## src/sv/ccs_pkg.sv

```systemverilog
// Package for the categorical CDF sampler: payload and control structs,
// command and state encodings, register map and fixed-point constants.
// Used by the top level, ccs_cfg, ccs_lcg and ccs_chk; depends on nothing.
`default_nettype none

package ccs_pkg;

  localparam int PROB_W  = 33;
  localparam int CUM_W   = 37;
  localparam int SEED_W  = 48;
  localparam int COL_W   = 4;
  localparam int ROW_W   = 4;
  localparam int CFG_AW  = 5;
  localparam int CFG_DW  = 64;
  localparam int TBL_W   = CUM_W + COL_W;

  localparam logic [34:0]       LCG_MUL  = 35'h5DEECE66D;
  localparam logic [SEED_W-1:0] LCG_ADD  = 48'hB;
  localparam logic [SEED_W-1:0] SEED_RST = 48'h1234ABCD330E;
  localparam logic [PROB_W-1:0] THR_RST  = 33'd43;
  localparam logic [PROB_W-1:0] TOL_RST  = 33'd43;
  localparam logic [CUM_W-1:0]  ONE_FIX  = 37'h0100000000;
  localparam logic [CUM_W-1:0]  CUM_MAX  = 37'h1FFFFFFFFF;

  localparam logic [1:0] REG_SEED = 2'd0;
  localparam logic [1:0] REG_THR  = 2'd1;
  localparam logic [1:0] REG_TOL  = 2'd2;

  localparam logic [1:0] ST_DONE    = 2'd0;
  localparam logic [1:0] ST_SAMPLE  = 2'd1;
  localparam logic [1:0] ST_BAD_SUM = 2'd2;
  localparam logic [1:0] ST_FULL    = 2'd3;

  typedef enum logic [1:0] {
    CMD_CLEAR  = 2'd0,
    CMD_APPEND = 2'd1,
    CMD_DRAW   = 2'd2,
    CMD_RESEED = 2'd3
  } cmd_t;

  typedef enum logic [2:0] {
    S_IDLE,
    S_CNT,
    S_TOT,
    S_GEN,
    S_SRCH,
    S_OUT
  } fsm_t;

  typedef struct packed {
    cmd_t              command;
    logic [ROW_W-1:0]  row;
    logic [COL_W-1:0]  column;
    logic [PROB_W-1:0] probability;
  } in_data_t;

  typedef struct packed {
    logic [1:0]       status;
    logic [COL_W-1:0] sample_column;
  } out_data_t;

  typedef struct packed {
    logic [SEED_W-1:0] seed;
    logic [PROB_W-1:0] skip_threshold;
    logic [PROB_W-1:0] sum_tolerance;
  } cfg_regs_t;

  typedef struct packed {
    logic load;
    logic step;
  } lcg_ctl_t;

  typedef struct packed {
    logic              done;
    logic [SEED_W-1:0] state;
  } lcg_sts_t;

endpackage

`default_nettype wire

```

## src/sv/ccs_cfg.sv

```systemverilog
// APB-style register file for seed, skip threshold and sum tolerance.
// Depends on ccs_pkg for the register map and reset values.
`default_nettype none

module ccs_cfg (
  input  wire logic                         clk,
  input  wire logic                         rst_n,
  input  wire logic                         psel,
  input  wire logic                         penable,
  input  wire logic                         pwrite,
  input  wire logic [ccs_pkg::CFG_AW-1:0]   paddr,
  input  wire logic [ccs_pkg::CFG_DW-1:0]   pwdata,
  output logic      [ccs_pkg::CFG_DW-1:0]   prdata,
  output logic                              pready,
  output ccs_pkg::cfg_regs_t                regs
);

  ccs_pkg::cfg_regs_t regs_r;
  ccs_pkg::cfg_regs_t regs_nxt;
  logic               wr_en;
  logic [1:0]         reg_idx;

  assign pready  = 1'b1;
  assign wr_en   = psel && penable && pwrite;
  assign reg_idx = paddr[4:3];
  assign regs    = regs_r;

  always_comb begin
    regs_nxt = regs_r;
    if (wr_en) begin
      case (reg_idx)
        ccs_pkg::REG_SEED: regs_nxt.seed           = pwdata[ccs_pkg::SEED_W-1:0];
        ccs_pkg::REG_THR:  regs_nxt.skip_threshold = pwdata[ccs_pkg::PROB_W-1:0];
        ccs_pkg::REG_TOL:  regs_nxt.sum_tolerance  = pwdata[ccs_pkg::PROB_W-1:0];
        default:           regs_nxt = regs_r;
      endcase
    end
  end

  always_comb begin
    case (reg_idx)
      ccs_pkg::REG_SEED: prdata = ccs_pkg::CFG_DW'(regs_r.seed);
      ccs_pkg::REG_THR:  prdata = ccs_pkg::CFG_DW'(regs_r.skip_threshold);
      ccs_pkg::REG_TOL:  prdata = ccs_pkg::CFG_DW'(regs_r.sum_tolerance);
      default:           prdata = '0;
    endcase
  end

  always_ff @(posedge clk) begin
    if (!rst_n) begin
      regs_r.seed           <= ccs_pkg::SEED_RST;
      regs_r.skip_threshold <= ccs_pkg::THR_RST;
      regs_r.sum_tolerance  <= ccs_pkg::TOL_RST;
    end else begin
      regs_r <= regs_nxt;
    end
  end

endmodule

`default_nettype wire

```

## config.mk

```make
export PLATFORM = sky130hd
export DESIGN_NAME = ccs_cfg
export DESIGN_NICKNAME = d
export VERILOG_FILES = /design/src/sv/ccs_pkg.sv /design/src/sv/ccs_cfg.sv
export SDC_FILE = /design/constraint.sdc
export NUM_CORES = 1
export LEC_CHECK = 0
export ABC_AREA = 1
export BUFFER_PORTS_ARGS = -buffer_cell sky130_fd_sc_hd__buf_2
export CORE_ASPECT_RATIO = 0.7
export CORE_UTILIZATION = 51
export CTS_BUF_LIST = sky130_fd_sc_hd__clkbuf_16
export DETAILED_ROUTE_END_ITERATION = 8
export GPL_TIMING_DRIVEN = 0
export PLACE_DENSITY = 0.9
export SYNTH_ARGS = -nofsm -noshare
export SYNTH_HDL_FRONTEND = slang
export SYNTH_SLANG_ARGS = --single-unit
```

## constraint.sdc

```tcl
create_clock -name clk -period 2.6 [get_ports clk]
set_input_delay 0.26 -clock clk [delete_from_list [all_inputs] [get_ports clk]]
set_output_delay 0.26 -clock clk [all_outputs]
set_load 0.02 [all_outputs]
```

* Word level (Yosys, flattened, before mapping) *
Index checks and enable logic that the tools add are counted.

word-level totals
  logic and storage cells = 12
  output and inout bits = 179
  bits in registers = 114

operators by class
  mux-type cells = 1
  reduce and logical (&&, ||, !) cells = 6
  equality and inequality tests = 2

operators with widths
  operator                                                                count
  48-bit case mux with 3 select lines                                     1
  2-bit AND reduction                                                     3
  2-bit by 1-bit equality test with 1-bit output (second input constant)  1
  2-bit equality test (second input constant)                             1
  1-bit logical AND                                                       2
  2-bit zero test                                                         1

* Longest topological paths before layout *
  depth in word-level cells = 3
  mapped depth = 7
  mapped depth without buffers = 5

* Worst setup path after synthesis *
No wires, ideal clock.

  path type = input -> output
  from = input paddr[3] in the netlist's numbering
  to = output prdata[0] in the netlist's numbering
  stages = 5
  data arrival time = 1.020 ns
  data required time = 2.340 ns
  slack = 1.320 ns
  path through = nor2_2 buf_4 buf_2 nand2_1 nand3_1

between the ends
  cells in the longest elaborated chain, start to end = 2

ends and longest elaborated chain
  what                                         RTL line       text
  start: declaration                           ccs_cfg.sv:11  input wire logic [ccs_pkg::CFG_AW-1:0] paddr,
  2-bit equality test (tied with other cells)  ccs_cfg.sv:41  case (reg_idx)
  48-bit case mux with 3 select lines (*)      ccs_cfg.sv:41
  end: declaration                             ccs_cfg.sv:13  output logic [ccs_pkg::CFG_DW-1:0] prdata,

Every way passes the cells marked *; elsewhere a longest branch is shown, timed or not.

* Worst setup path in the final report *
  from = input paddr[3] in the netlist's numbering
  to = output prdata[25] in the netlist's numbering

The elaborated chain is that of the path after synthesis.

==> flow_summary_export.csv <==
group,metric,value,unit
finish,fin_nets,1157,
clocking,cts-root-buf,"clkbuf_16",
die,start_util,0.5304,
global_routing,globalRouteMet1Util,0.4397,
clocking,cts_hold_buffers,0,
place,pre_cts_ws,0.6490,ns
synth,syn_avg_cell_area,6.636,sq um
timing,hold_violations,0,
detailed_routing,wl,19750,microns
die,die-area,0.01128,sq mm
clocking,post_cts_resized,0,
finish,area_growth,32.15,%
global_routing,gr-usage-all-layers,0.3490,
die,ioPinCount,253,
global_routing,grt_start_max_net_pins,17,
finish,final_cell_mix,"nand2_1 (239), buf_2 (225), nor2_1 (183)",
die,die_x,126.5,microns
finish,fill_cells,938,
detailed_routing,dr.pass1.iters,5,
worst_setup_path,worst-setup-path-type,"in2out",
synth,yosysUniqueCellTypes,17,
die,die_y,89.16,microns
finish,register_area,0.002282,sq mm
worst_hold_path,min-delay-start,"pwdata[34]",
detailed_routing,drt_iter0_markers,539,
clocking,cts_max_path_buffers,2,
clocking,cts_setup_buffers,0,
detailed_routing,vias,6374,
timing,finalMaxSlewViolations,0,
clocking,h-tree-depth,4,
detailed_routing,routedWlPerCell,16.11,microns
finish,multi_input_area,0.002586,sq mm
clocking,clkTransAtPathRegs,0.05,ns
die,num_rows,31,
place,gp_congestion,0.8452,
detailed_routing,drcViolationCount,0,
global_routing,use_met3,0.09455,
worst_setup_path,cp-end-kind,"primary output",
finish,final_common_cell,"nand2_1",
timing,setup_violations,0,
timing,slew_headroom,0.3606,
clocking,cts.sinks,114,
status,status,"finished, final reports clean",
worst_setup_path,worstSetupStartpointType,"input pin",
worst_hold_path,min_path_type,"in2reg",
worst_setup_path,regToRegStartpoint,"regs[6]",
worst_setup_path,cp_max_fo,11,
run,cap_violations,0,
worst_setup_path,required,2.34,ns
worst_setup_path,arrival,1.78,ns
worst_setup_path,rr_worst_depth,2,
synth,synth_seq_cells,114,
place,placement.io_buffers,215,
global_routing,top_usage_layer,"met2",
worst_setup_path,regToRegSetupSlack,1.86,ns
global_routing,antenna_found_initial,0,
power,ir_drop,0.4140,mV
global_routing,grt_pass1_vias,5431,
detailed_routing,routed_via_density,5.199,
finish,largest_reg_flops,114,
synth,ys_warn_count,0,
power,power-per-cell-area,594.4,mW/mm^2
power,p_leak,0.003922,uW
timing,setup_ws,0.5617,ns
timing,min_period_over_period,0.7840,
timing,skew,0,ns
detailed_routing,drtAntennaViolNets,0,
clocking,clkLatencyLatePin,0.40,ns
timing,fmax,490.6,MHz
timing,rsz0062_at_grt,"no",
worst_setup_path,rr_endpoint,"regs[6]",
die,coreArea,0.01043,sq mm
synth,syn_inst,834,
synth,synth_area,0.005534,sq mm
place,place_hpwl,13900,microns
clocking,cts_inserted_buffers,17,
global_routing,grt_overflow_total,0,
clocking,cts_tree,"done",
timing,worst_pin_slew,0.9591,ns
power,p_total,4347,uW
global_routing,grt_pass1_wl,28950,microns
synth,yosysSeqAreaShare,0.4124,
timing,fin_setup_tns,0,ns
finish,drive_above_1_share,0.2955,
worst_hold_path,worstHoldEndpoint,"regs[100]",
timing,hold-worst-slack,0.06741,ns
timing,finalCriticalPeriod,2.038,ns
global_routing,use_met2,0.5806,
worst_hold_path,holdPathStages,3,
## report_power, final
group | internal, uW | total [uW] | switching, uW
registers | 1790 | 1820 | 31.0
logic | 194 | 601 | 407
clock network | 1160 | 1930 | 763
## layout make-up
type | instances | share of cell area
multi-input cells | 605 | 0.3536
flip-flops and latches | 114 | 0.3121
repair buffers | 215 | 0.1471
plain buffers | 71 | 0.06843
clock buffers | 17 | 0.05817
inverters | 59 | 0.03028
well taps | 132 | 0.02258
clock inverters | 12 | 0.007357
diodes | 1 | 0.0003422
## critical path: stages
cell and delay (ns):
buf_2 0.14, nor2_2 0.21, clkbuf_1 0.75, nand2_1 0.11, nand3_1 0.14, buf_2 0.17
## synth_stat cells (all sizes together)
master | n | area share
dfxtp | 114 | 0.41
conb | 2 | 0.0014
buf | 62 | 0.084
nand3 | 148 | 0.14
nor2 | 190 | 0.14
clkbuf | 9 | 0.0061
nand2 | 250 | 0.18
inv | 59 | 0.040
## metal layers
metal	wire length, microns	vias to the layer above
met5	0	-
met4	445	0
met3	2114	37
met2	8997	394
met1	8192	2917
li1	-	3026
## worst max-delay path by stage
stage | from | to | slack, ns | cells past startpoint
CTS | paddr[3] | prdata[19] | 0.64 | 6
floorplan | paddr[3] | prdata[0] | 1.32 | 5
finish | paddr[3] | prdata[25] | 0.56 | 6
global placement | paddr[3] | prdata[25] | 0.65 | 6
detailed placement | paddr[3] | prdata[19] | 0.65 | 6
global route | paddr[3] | prdata[19] | 0.50 | 6
## metrics by stage
stage                     instances    util  area, sq um
final                          1226  0.7009         7313
after global routing           1225  0.7007         7311
after CTS                      1225  0.7007         7311
after detailed placement       1196  0.6548         6832
after global placement         1196  0.6548         6832
after floorplan                 849       -         5590
## cell families after synthesis
family | after synthesis | share of synthesized area
buf+inv | 130 | 0.1305
flops | 114 | 0.4124
other cells | 2 | 0.001357
simple gates | 588 | 0.4558
Power figures use the tool's default switching activity.
