**src/sv/ccs_pkg.sv**
```systemverilog
// Package for the categorical CDF sampler: payload and control structs,
// command and state encodings, register map and fixed-point constants.
// Used by the top level, ccs_cfg, ccs_lcg and ccs_chk; depends on nothing.
`default_nettype none

package ccs_pkg;

  localparam int PROB_W  = 33;
  localparam int CUM_W   = 37;
  localparam int SEED_W  = 48;
  localparam int COL_W   = 4;
  localparam int ROW_W   = 4;
  localparam int CFG_AW  = 5;
  localparam int CFG_DW  = 64;
  localparam int TBL_W   = CUM_W + COL_W;

  localparam logic [34:0]       LCG_MUL  = 35'h5DEECE66D;
  localparam logic [SEED_W-1:0] LCG_ADD  = 48'hB;
  localparam logic [SEED_W-1:0] SEED_RST = 48'h1234ABCD330E;
  localparam logic [PROB_W-1:0] THR_RST  = 33'd43;
  localparam logic [PROB_W-1:0] TOL_RST  = 33'd43;
  localparam logic [CUM_W-1:0]  ONE_FIX  = 37'h0100000000;
  localparam logic [CUM_W-1:0]  CUM_MAX  = 37'h1FFFFFFFFF;

  localparam logic [1:0] REG_SEED = 2'd0;
  localparam logic [1:0] REG_THR  = 2'd1;
  localparam logic [1:0] REG_TOL  = 2'd2;

  localparam logic [1:0] ST_DONE    = 2'd0;
  localparam logic [1:0] ST_SAMPLE  = 2'd1;
  localparam logic [1:0] ST_BAD_SUM = 2'd2;
  localparam logic [1:0] ST_FULL    = 2'd3;

  typedef enum logic [1:0] {
    CMD_CLEAR  = 2'd0,
    CMD_APPEND = 2'd1,
    CMD_DRAW   = 2'd2,
    CMD_RESEED = 2'd3
  } cmd_t;

  typedef enum logic [2:0] {
    S_IDLE,
    S_CNT,
    S_TOT,
    S_GEN,
    S_SRCH,
    S_OUT
  } fsm_t;

  typedef struct packed {
    cmd_t              command;
    logic [ROW_W-1:0]  row;
    logic [COL_W-1:0]  column;
    logic [PROB_W-1:0] probability;
  } in_data_t;

  typedef struct packed {
    logic [1:0]       status;
    logic [COL_W-1:0] sample_column;
  } out_data_t;

  typedef struct packed {
    logic [SEED_W-1:0] seed;
    logic [PROB_W-1:0] skip_threshold;
    logic [PROB_W-1:0] sum_tolerance;
  } cfg_regs_t;

  typedef struct packed {
    logic load;
    logic step;
  } lcg_ctl_t;

  typedef struct packed {
    logic              done;
    logic [SEED_W-1:0] state;
  } lcg_sts_t;

endpackage

`default_nettype wire

```
**src/sv/ccs_lcg.sv**
```systemverilog
// 48-bit linear congruential generator. One step multiplies the state by the
// 35-bit constant in three 16-bit partial products, one per cycle unless a
// load or step cuts in; depends on ccs_pkg for constants and control structs.
`default_nettype none

module ccs_lcg (
  input  wire logic                          clk,
  input  wire logic                          rst_n,
  input  wire ccs_pkg::lcg_ctl_t             ctl,
  input  wire logic [ccs_pkg::SEED_W-1:0]    seed,
  output ccs_pkg::lcg_sts_t                  sts
);

  localparam int SW = ccs_pkg::SEED_W;

  logic [SW-1:0] state_r, state_nxt;
  logic [SW-1:0] acc_r, acc_nxt;
  logic [1:0]    ph_r, ph_nxt;
  logic          busy_r, busy_nxt;
  logic [15:0]   chunk;
  logic [50:0]   prod;
  logic [SW-1:0] part;
  logic [SW-1:0] acc_sum;
  logic          last;

  always_comb begin
    case (ph_r)
      2'd0:    chunk = state_r[15:0];
      2'd1:    chunk = state_r[31:16];
      default: chunk = state_r[47:32];
    endcase
  end

  assign prod = 51'(chunk) * 51'(ccs_pkg::LCG_MUL);

  always_comb begin
    case (ph_r)
      2'd0:    part = prod[SW-1:0];
      2'd1:    part = {prod[SW-17:0], 16'd0};
      default: part = {prod[SW-33:0], 32'd0};
    endcase
  end

  assign acc_sum = acc_r + part;
  assign last    = busy_r && (ph_r == 2'd2);

  always_comb begin
    state_nxt = state_r;
    acc_nxt   = acc_r;
    ph_nxt    = ph_r;
    busy_nxt  = busy_r;
    if (ctl.load) begin
      state_nxt = seed;
    end else if (ctl.step) begin
      acc_nxt  = '0;
      ph_nxt   = 2'd0;
      busy_nxt = 1'b1;
    end else if (busy_r) begin
      acc_nxt = acc_sum;
      ph_nxt  = ph_r + 2'd1;
      if (last) begin
        state_nxt = acc_sum + ccs_pkg::LCG_ADD;
        busy_nxt  = 1'b0;
      end
    end
  end

  assign sts.done  = last;
  assign sts.state = state_r;

  always_ff @(posedge clk) begin
    if (!rst_n) begin
      state_r <= ccs_pkg::SEED_RST;
      busy_r  <= 1'b0;
      ph_r    <= 2'd0;
    end else begin
      state_r <= state_nxt;
      busy_r  <= busy_nxt;
      ph_r    <= ph_nxt;
    end
    acc_r <= acc_nxt;
  end

endmodule

`default_nettype wire

```
**config.mk**
```make
export PLATFORM = sky130hd
export DESIGN_NAME = ccs_lcg
export DESIGN_NICKNAME = d
export VERILOG_FILES = /design/src/sv/ccs_pkg.sv /design/src/sv/ccs_lcg.sv
export SDC_FILE = /design/constraint.sdc
export NUM_CORES = 1
export LEC_CHECK = 0
export BUFFER_PORTS_ARGS = -buffer_cell sky130_fd_sc_hd__buf_2
export CORE_ASPECT_RATIO = 2
export CORE_UTILIZATION = 25
export CTS_CLUSTER_SIZE = 10
export DETAILED_ROUTE_END_ITERATION = 10
export GPL_ROUTABILITY_DRIVEN = 0
export GPL_TIMING_DRIVEN = 0
export HOLD_SLACK_MARGIN = 0.02
export PLACE_DENSITY_LB_ADDON = 0.05
export SLEW_MARGIN = 30
export SYNTH_ARGS = -nofsm -noshare
export SYNTH_HDL_FRONTEND = slang
export SYNTH_SLANG_ARGS = --single-unit
```
**constraint.sdc**
```tcl
create_clock -name clk -period 12.55 [get_ports clk]
set_clock_uncertainty 0.15 [all_clocks]
set_input_delay 2.51 -clock clk [delete_from_list [all_inputs] [get_ports clk]]
set_output_delay 2.51 -clock clk [all_outputs]
set_load 0.02 [all_outputs]
```
After elaboration in Yosys (flattened, before gate mapping). Cells that the tools add are included. Widths: inputs -> output; s select.

Register bits after elaboration: 99. Bits in latches: 0. Bits in writable memories: 0. Bits in read-only memories: 0. Bits of input ports: 52. Output and inout bits: 49. Logic and storage cells: 31. Memories: 0.

$add $sub $neg: 3. Multipliers: 1. Div/mod/pow operators: 0. Magnitude comparators: 0. Equality and inequality tests: 3. Shift-type cells: 0. Multiplexer cells: 12. Bitwise gates (word level): 1. Reductions and logical operators: 7.

Operators with widths (count): $mux 48 (5); $pmux 48 s2 (1); $add 48x4->48 const B (1); $add 48x48->48 (1); $mul 16x35->48 const B (1); $pmux 16 s2 (1); $reduce_bool 2->1 (3); $mux 2 (2); $mux 1 (3); $reduce_and 3->1 (1); $add 2x1->2 const B (1); $eq 2x1->1 const B (1); $eq 2x2->1 const B (1); $logic_not 2->1 (1); $ne 2x1->1 const B (1); $reduce_and 2->1 (1); $logic_and 1x1->1 (1); $not 1->1 (1).

Depth between registers and ports, before layout. Gate-level depths: netlist of the first run.

Word-level depth: 10. Gate-level depth with buffers: 47.

Worst setup path after synthesis of the first run. Ideal clock, no wire load.

Path type: register -> register. Start: reg ph_r[0]. End: reg state_r[44]. Arrival: 9.739 ns. Data required time: 12.259 ns. Slack: 2.520 ns. Stages on the path, launching flop included: 44. Path buffers: 4. Cell sequence: dfxtp_1 inv_1 ha_1 clkinv_1 nand2_1 clkbuf_1 clkbuf_1 nor2_1 nor2_1 ha_1 inv_1 fa_1 fa_1 inv_1 fa_1 fa_1 inv_1 fa_1 (+8 left out) o21ai_0 a21boi_0 o21a_1 o21a_1 o32ai_1 ha_1 a21oi_1 o21ai_0 or2_2 a311oi_1 o31ai_1 xnor2_1 nor4_2 and4_1 buf_2 nand4bb_1 mux2i_1 nand4_1.

Longest elaborated chain between the ends: 10. Elaborated cells between the ends (all ways): 15.

Ends and longest elaborated chain: start: declaration (line ccs_lcg.sv:18) `logic [1:0] ph_r, ph_nxt;`; start signal: assignment (line ccs_lcg.sv:79) `ph_r <= ph_nxt;`; $eq 2x1->1 / $logic_not 2->1 (equally long branches) (line ccs_lcg.sv:27, ccs_lcg.sv:37); $pmux 16 s2 (line ccs_lcg.sv:27) `case (ph_r)`; $mul 16x35->48 (line ccs_lcg.sv:34) `assign prod = 51'(chunk) * 51'(ccs_pkg::LCG_MUL);`; $pmux 48 s2 (line ccs_lcg.sv:37) `case (ph_r)`; $add 48x48->48 (line ccs_lcg.sv:44) `assign acc_sum = acc_r + part;`; $add 48x4->48 (line ccs_lcg.sv:62) `state_nxt = acc_sum + ccs_pkg::LCG_ADD;`; $mux 48 (line ccs_lcg.sv:61) `if (last) begin`; $mux 48 (line ccs_lcg.sv:58) `end else if (busy_r) begin`; $mux 48 (line ccs_lcg.sv:54) `end else if (ctl.step) begin`; $mux 48 (line ccs_lcg.sv:52) `if (ctl.load) begin`; end signal: assignment (line ccs_lcg.sv:73) `state_r <= ccs_pkg::SEED_RST;`; end signal: assignment (line ccs_lcg.sv:77) `state_r <= state_nxt;`; end: declaration (line ccs_lcg.sv:16) `logic [SW-1:0] state_r, state_nxt;`.

Parallel ways exist; a longest one is shown, timed or not. The select of a mux whose other input is x is not followed. A chain may end at the register's enable or synchronous reset.

Worst setup path after layout of the first run.
Start: reg ph_r[0]. End: reg state_r[36].

Same word-level chain as after synthesis.

==> flow_summary_export.csv, run 1 <==
group,metric,value,unit
sta,worst_pin_slew,1.07,ns
sta,period_needed,12.13,ns
floorplanning,die_area,0.0774,mm2
floorplanning,fp.dieW,197,um
sta,fmax,82.5,MHz
hold_path,hold_depth,2,
clock_tree,cts_tree,"done",
route,drc_errors,0,
sta,final_hold_viol_count,0,
clock_tree,clkLatencyLatePin,0.39,ns
route,vias,16817,
flow_run,cap_violations,0,
hold_path,hold_end,"ph_r[0]$_SDFFE_PN0P_",
cells_and_area,final_cell_mix,"inv_1 (384), fa_1 (233), ha_1 (201), nand2_1 (179), nor2_1 (148)",
route,routed_wl,94.1,mm
setup_path,critPathMaxFanout,10,
floorplanning,rows,142,
grt,grt_first_pass_wirelength,133,mm
synth,ys_warn_count,0,
setup_path,startpoint_type,"register",
cells_and_area,drive_gt1_share,11.6,%
placed_design,dpl.hpwl,84.3,mm
route,dr.pass1.iters,5,
route,wl_met1,29.1,mm
setup_path,r2r_start,"ph_r[0]$_SDFFE_PN0P_",
floorplanning,die_h,392,um
cells_and_area,final_util,28.6,%
route,dr_wl_met3,2.34,mm
clock_tree,clk_pin_slew_worst_paths,0.08,ns
grt,grt_use_total,25.0,%
hold_path,worstHoldStart,"ph_r[0]$_SDFFE_PN0P_",
setup_path,reg2reg_depth,44,
synth,synth_seq_cells,99,
clock_tree,clockBufferDepth,2,
setup_path,end_kind,"register",
sta,rsz0062_at_grt,"true",
grt,grt_max_degree,31,
grt,grt_overflow_total,0,
clock_tree,clock-sinks,99,
grt,grt_pass1_vias,18329,
cells_and_area,n_antenna_cell,0,
hold_path,min-delay-path-class,"register to register",
setup_path,r2r_setup_slack,0.42,ns
sta,slew_violations,0,
floorplanning,coreArea,0.0752,mm2
cells_and_area,nets,2840,
cells_and_area,fillers,8257,
synth,mappedNetlistArea,0.0190,mm2
sta,period_share,96.6,%
route,routed_via_density,5.00,
synth,syn_nets,2722,
synth,ys_async_sr_fraction,0,%
setup_path,worst-endpoint-required,12.64,ns
placed_design,portBuffers,99,
clock_tree,cts-root-buf,"clkbuf_16",
route,top_layer,"met4",
setup_path,slowest_delay,0.75,ns
route,drt-initial-drc-count,836,
route,met2WireLength,53.5,mm
floorplanning,io_pins,101,
synth,synth_edf_count,48,
grt,grt_antenna_before_repair,0,
sta,relSlewSlack,28.6,%
clock_tree,cts_max_level,3,
synth,synth_area_per_cell,8.54,um2
floorplanning,start_util,25.3,%
synth,yosysSeqAreaShare,12.9,%
synth,synth_top_flop_cell,"dfxtp_1",
route,antenna_left,0,
setup_path,worst_r2r_endpoint,"state_r[36]$_SDFFE_PN1P_",
setup_path,path_class,"register to register",
route,routedWlPerCell,28.0,um
synth,ys_types,105,
cells_and_area,area_growth,13.0,%
status,status,"completed",
synth,synthCells,2231,
setup_path,crit_slowest_cell,"xnor2_1",
sta,tns,0,ns
sta,setup_viol,0,
cells_and_area,final_common_cell,"inv_1",
setup_path,worst_ep_arrival_time,12.21,ns
clock_tree,cts_made_buffers,9,
## what timing repair did
item,in CTS,in global routing
endpoints found under the hold margin,0,0
buffers inserted,4,6
hold buffers,0,0
setup endpoints to repair,59,22
gates resized for setup,55,26
pin swaps,1,6
## cell type report
| class | count | area [um2] | share of cell area [%] |
|---|---|---|---|
| Multi-Input combinational cell | 1662 | 15100 | 70.1 |
| Sequential cell | 99 | 2460 | 11.4 |
| Inverter | 393 | 1480 | 6.88 |
| Tap cell | 1008 | 1260 | 5.86 |
| Timing Repair Buffer | 111 | 602 | 2.80 |
| Buffer | 73 | 333 | 1.55 |
| Clock buffer | 12 | 268 | 1.24 |
| Clock inverter | 4 | 31.3 | 0.145 |
## state kept, by name (all words and copies together) (netlist names)
signal	flops
busy_r	1
state_r	48
acc_r	48
ph_r	2
## layer usage
metal  track usage [%]  vias to the layer above
met2              50.2                      500
met1              22.1                     8331
li1                  -                     7797
met4              20.8                        0
met3              1.72                      189
met5                 0                        -
## critical path, delay by kind of cell (launching register included)
family | cells | cell delay (ns)
adders and majority gates | 9 | 3.92
AOI/OAI and AO/OA | 11 | 2.48
buffers and inverters | 11 | 2.07
and+or+nand+nor | 10 | 1.67
xor gates and xnor gates | 3 | 1.31
DFF | 1 | 0.33
## cell families after synthesis
family | share of synthesized area [%]
AOI/OAI and AO/OA | 18.1
adders and majority gates | 38.0
and+or+nand+nor | 15.8
muxes | 0.755
DFF | 12.9
xor gates and xnor gates | 4.92
buffers and inverters | 9.50
## synth_stat cells, types with 18 or more instances
library cell,instances,area share [%]
dfxtp_1,51,5.4
o21ai_0,102,2.7
nand4_1,27,0.89
xor2_1,42,1.9
o211ai_1,33,1.3
nor2b_1,29,0.95
fa_1,233,24
xnor2_1,65,3.0
nand2_1,179,3.5
ha_1,206,14
a21o_1,35,1.4
nor3_1,36,0.95
o21a_1,27,1.1
a22oi_1,25,0.99
edfxtp_1,48,7.6
nor2_1,154,3.0
nand3_1,42,1.1
clkbuf_1,48,0.95
inv_1,389,7.7
a21oi_1,123,3.2
and3_1,19,0.62
a211oi_1,18,0.71
## worst max path at each step
stage	start	end	slack (ns)	cells past startpoint
4_1_cts	ph_r[0]$_SDFFE_PN0P_	state_r[44]$_SDFFE_PN1P_	0.03	44
2_1_floorplan	ph_r[0]$_SDFFE_PN0P_	state_r[44]$_SDFFE_PN1P_	2.52	43
6_report	ph_r[0]$_SDFFE_PN0P_	state_r[36]$_SDFFE_PN1P_	0.42	44
3_5_place_dp	ph_r[0]$_SDFFE_PN0P_	state_r[46]$_SDFFE_PN0P_	-2.40	41
5_1_grt	ph_r[0]$_SDFFE_PN0P_	state_r[36]$_SDFFE_PN1P_	-0.04	43
3_3_place_gp	ph_r[0]$_SDFFE_PN0P_	state_r[44]$_SDFFE_PN1P_	-2.59	42
## stage by stage
stage                     instances  hold WS [ns]  worst slack (ns)  cell area (um2)
after floorplan                2231         0.299              2.52            19000
after global placement         3338         0.311             -2.59            20800
after detailed placement       3340         0.322             -2.40            20900
after CTS                      3360         0.334            0.0305            21400
after global routing           3362         0.360           -0.0362            21500
final                          3362         0.332             0.423            21500
Power of run 1 is left out: the tool's default activity adds up to more than one toggle a clock period on the data nets, which glitch-free logic cannot reach.
==> run 2: changes to the inputs <==
Settings changed: SETUP_SLACK_MARGIN set to 0.5.
==> run 2 against run 1 <==
Compared with the run above: sequential cell count unchanged; maximum frequency increased by 5.0%; core utilization increased by 0.54 points; register-to-register slack improved by 0.58 ns; global-route usage increased by 0.19 points; design area increased by 1.9%; count of clock-buffer cells in the layout unchanged; die area unchanged; first-iteration DRC count increased by 2.8%; cell count increased by 0.74%; sequential share of layout area decreased by 0.21 points; critical endpoint is now state_r[27]$_SDFFE_PN1P_; highest routed layer unchanged.
==> flow_summary_export.csv, run 2 (same netlist as run 1, synthesis figures left out) <==
group,metric,value,unit
route,antenna_left,0,
placed_design,placed_cells,3340,
route,routedWlPerCell,28.0,um
cells_and_area,fillers,8226,
grt,grt_overflow_total,0,
clock_tree,clk_pin_slew_worst_paths,0.08,ns
placed_design,portBuffers,99,
route,vias,16963,
clock_tree,clkLatencyLatePin,0.39,ns
status,status,"completed",
sta,period_needed,11.55,ns
grt,grt_use_total,25.2,%
placed_design,dpl.hpwl,84.3,mm
sta,relSlewSlack,24.2,%
route,routed_wl,94.9,mm
sta,fmax,86.6,MHz
setup_path,path_class,"register to register",
hold_path,min-delay-path-class,"register to register",
clock_tree,clockBufferDepth,2,
floorplanning,io_pins,101,
sta,worst_pin_slew,1.14,ns
sta,final_hold_viol_count,0,
grt,grt_first_pass_wirelength,134,mm
placed_design,pre_cts_slack,-2.40,ns
setup_path,worst-endpoint-required,12.65,ns
floorplanning,start_util,25.3,%
route,drc_errors,0,
cells_and_area,final_util,29.2,%
setup_path,critPathMaxFanout,10,
cells_and_area,n_antenna_cell,0,
clock_tree,cts_hold_buf,0,
route,dr.pass1.iters,5,
cells_and_area,nets,2865,
sta,rsz0062_at_grt,"false",
cells_and_area,area_growth,15.1,%
setup_path,crit_slowest_cell,"a211oi_4",
grt,grt_max_degree,31,
clock_tree,clock-sinks,99,
clock_tree,cts_max_level,3,
clock_tree,cts_tree,"done",
cells_and_area,drive_gt1_share,14.0,%
cells_and_area,final_common_cell,"inv_1",
setup_path,slowest_delay,0.63,ns
cells_and_area,final_cells,3387,
route,drt-initial-drc-count,859,
floorplanning,fp.dieW,197,um
sta,setup_ws,1.00,ns
sta,period_share,92.0,%
clock_tree,cts-root-buf,"clkbuf_16",
floorplanning,die_area,0.0774,mm2
grt,grt_pass1_vias,18458,
setup_path,end_kind,"register",
flow_run,cap_violations,0,
route,routed_via_density,5.01,
floorplanning,rows,142,
grt,grt_antenna_before_repair,0,
sta,setup_viol,0,
cells_and_area,final_cell_mix,"inv_1 (379), fa_1 (232), ha_1 (196), nand2_1 (179), nor2_1 (143)",
sta,slew_violations,0,
cells_and_area,reg_top3,"acc_r (48), state_r (48), ph_r (2)",
setup_path,startpoint_type,"register",
setup_path,worst_ep_arrival_time,11.65,ns
setup_path,cpMostUsedCell,"fa_1",
clock_tree,cts_made_buffers,9,
floorplanning,die_h,392,um
floorplanning,coreArea,0.0752,mm2
-- run 2: path summary, 6_finish.rpt --
kind	from	end	slack (ns)	cells after the start
max	ph_r[1]$_SDFFE_PN0P_	state_r[27]$_SDFFE_PN1P_	1.00	38
min	ph_r[0]$_SDFFE_PN0P_	ph_r[0]$_SDFFE_PN0P_	0.33	2
min reg2reg	ph_r[0]$_SDFFE_PN0P_	ph_r[0]$_SDFFE_PN0P_	0.33	2
max reg2reg	ph_r[1]$_SDFFE_PN0P_	state_r[27]$_SDFFE_PN1P_	1.00	38
-- run 2: repair_timing --
item | 4_1_cts | 5_1_grt
gates resized for setup | 98 | 48
gates cloned | 0 | 0
setup endpoints to repair | 67 | 24
pin swaps | 12 | 9
setup buffers | 16 | 15
-- run 2: metrics by stage --
| stage | TNS, ns | hold WS [ns] | cell area, um2 |
|---|---|---|---|
| floorplan | 0 | 0.299 | 19000 |
| global placement | -87.67 | 0.311 | 20800 |
| detailed placement | -73.42 | 0.322 | 20900 |
| CTS | 0 | 0.334 | 21700 |
| global route | 0 | 0.360 | 21900 |
| finish | 0 | 0.335 | 21900 |
-- run 2: cell type report --
type	count	area, um2	area share (%)
Inverter	393	1500	6.84
Tap cell	1008	1260	5.75
Sequential cell	99	2460	11.2
Clock inverter	4	31.3	0.143
Buffer	77	363	1.65
Timing Repair Buffer	132	772	3.52
Clock buffer	12	268	1.22
Multi-Input combinational cell	1662	15300	69.6
-- run 2: critical path: cells and delay by family, from the launching register on --
family | cells | cell delay (ns)
adders and majority gates | 9 | 3.89
AOI/OAI and AO/OA | 10 | 2.83
and+or+nand+nor | 7 | 2.08
buffers and inverters | 10 | 1.61
xor gates and xnor gates | 2 | 0.51
DFF | 1 | 0.33
-- run 2: per-layer routing --
metal  vias to the layer above  part of all wire (%)  GRT usage, %
met2                       493                    56          50.6
li1                       7856                     -             -
met3                       195                   2.1          1.41
met4                         0                    10          21.1
met5                         -                     0             0
met1                      8419                    31          22.4
Power of run 2 is left out for the same reason.
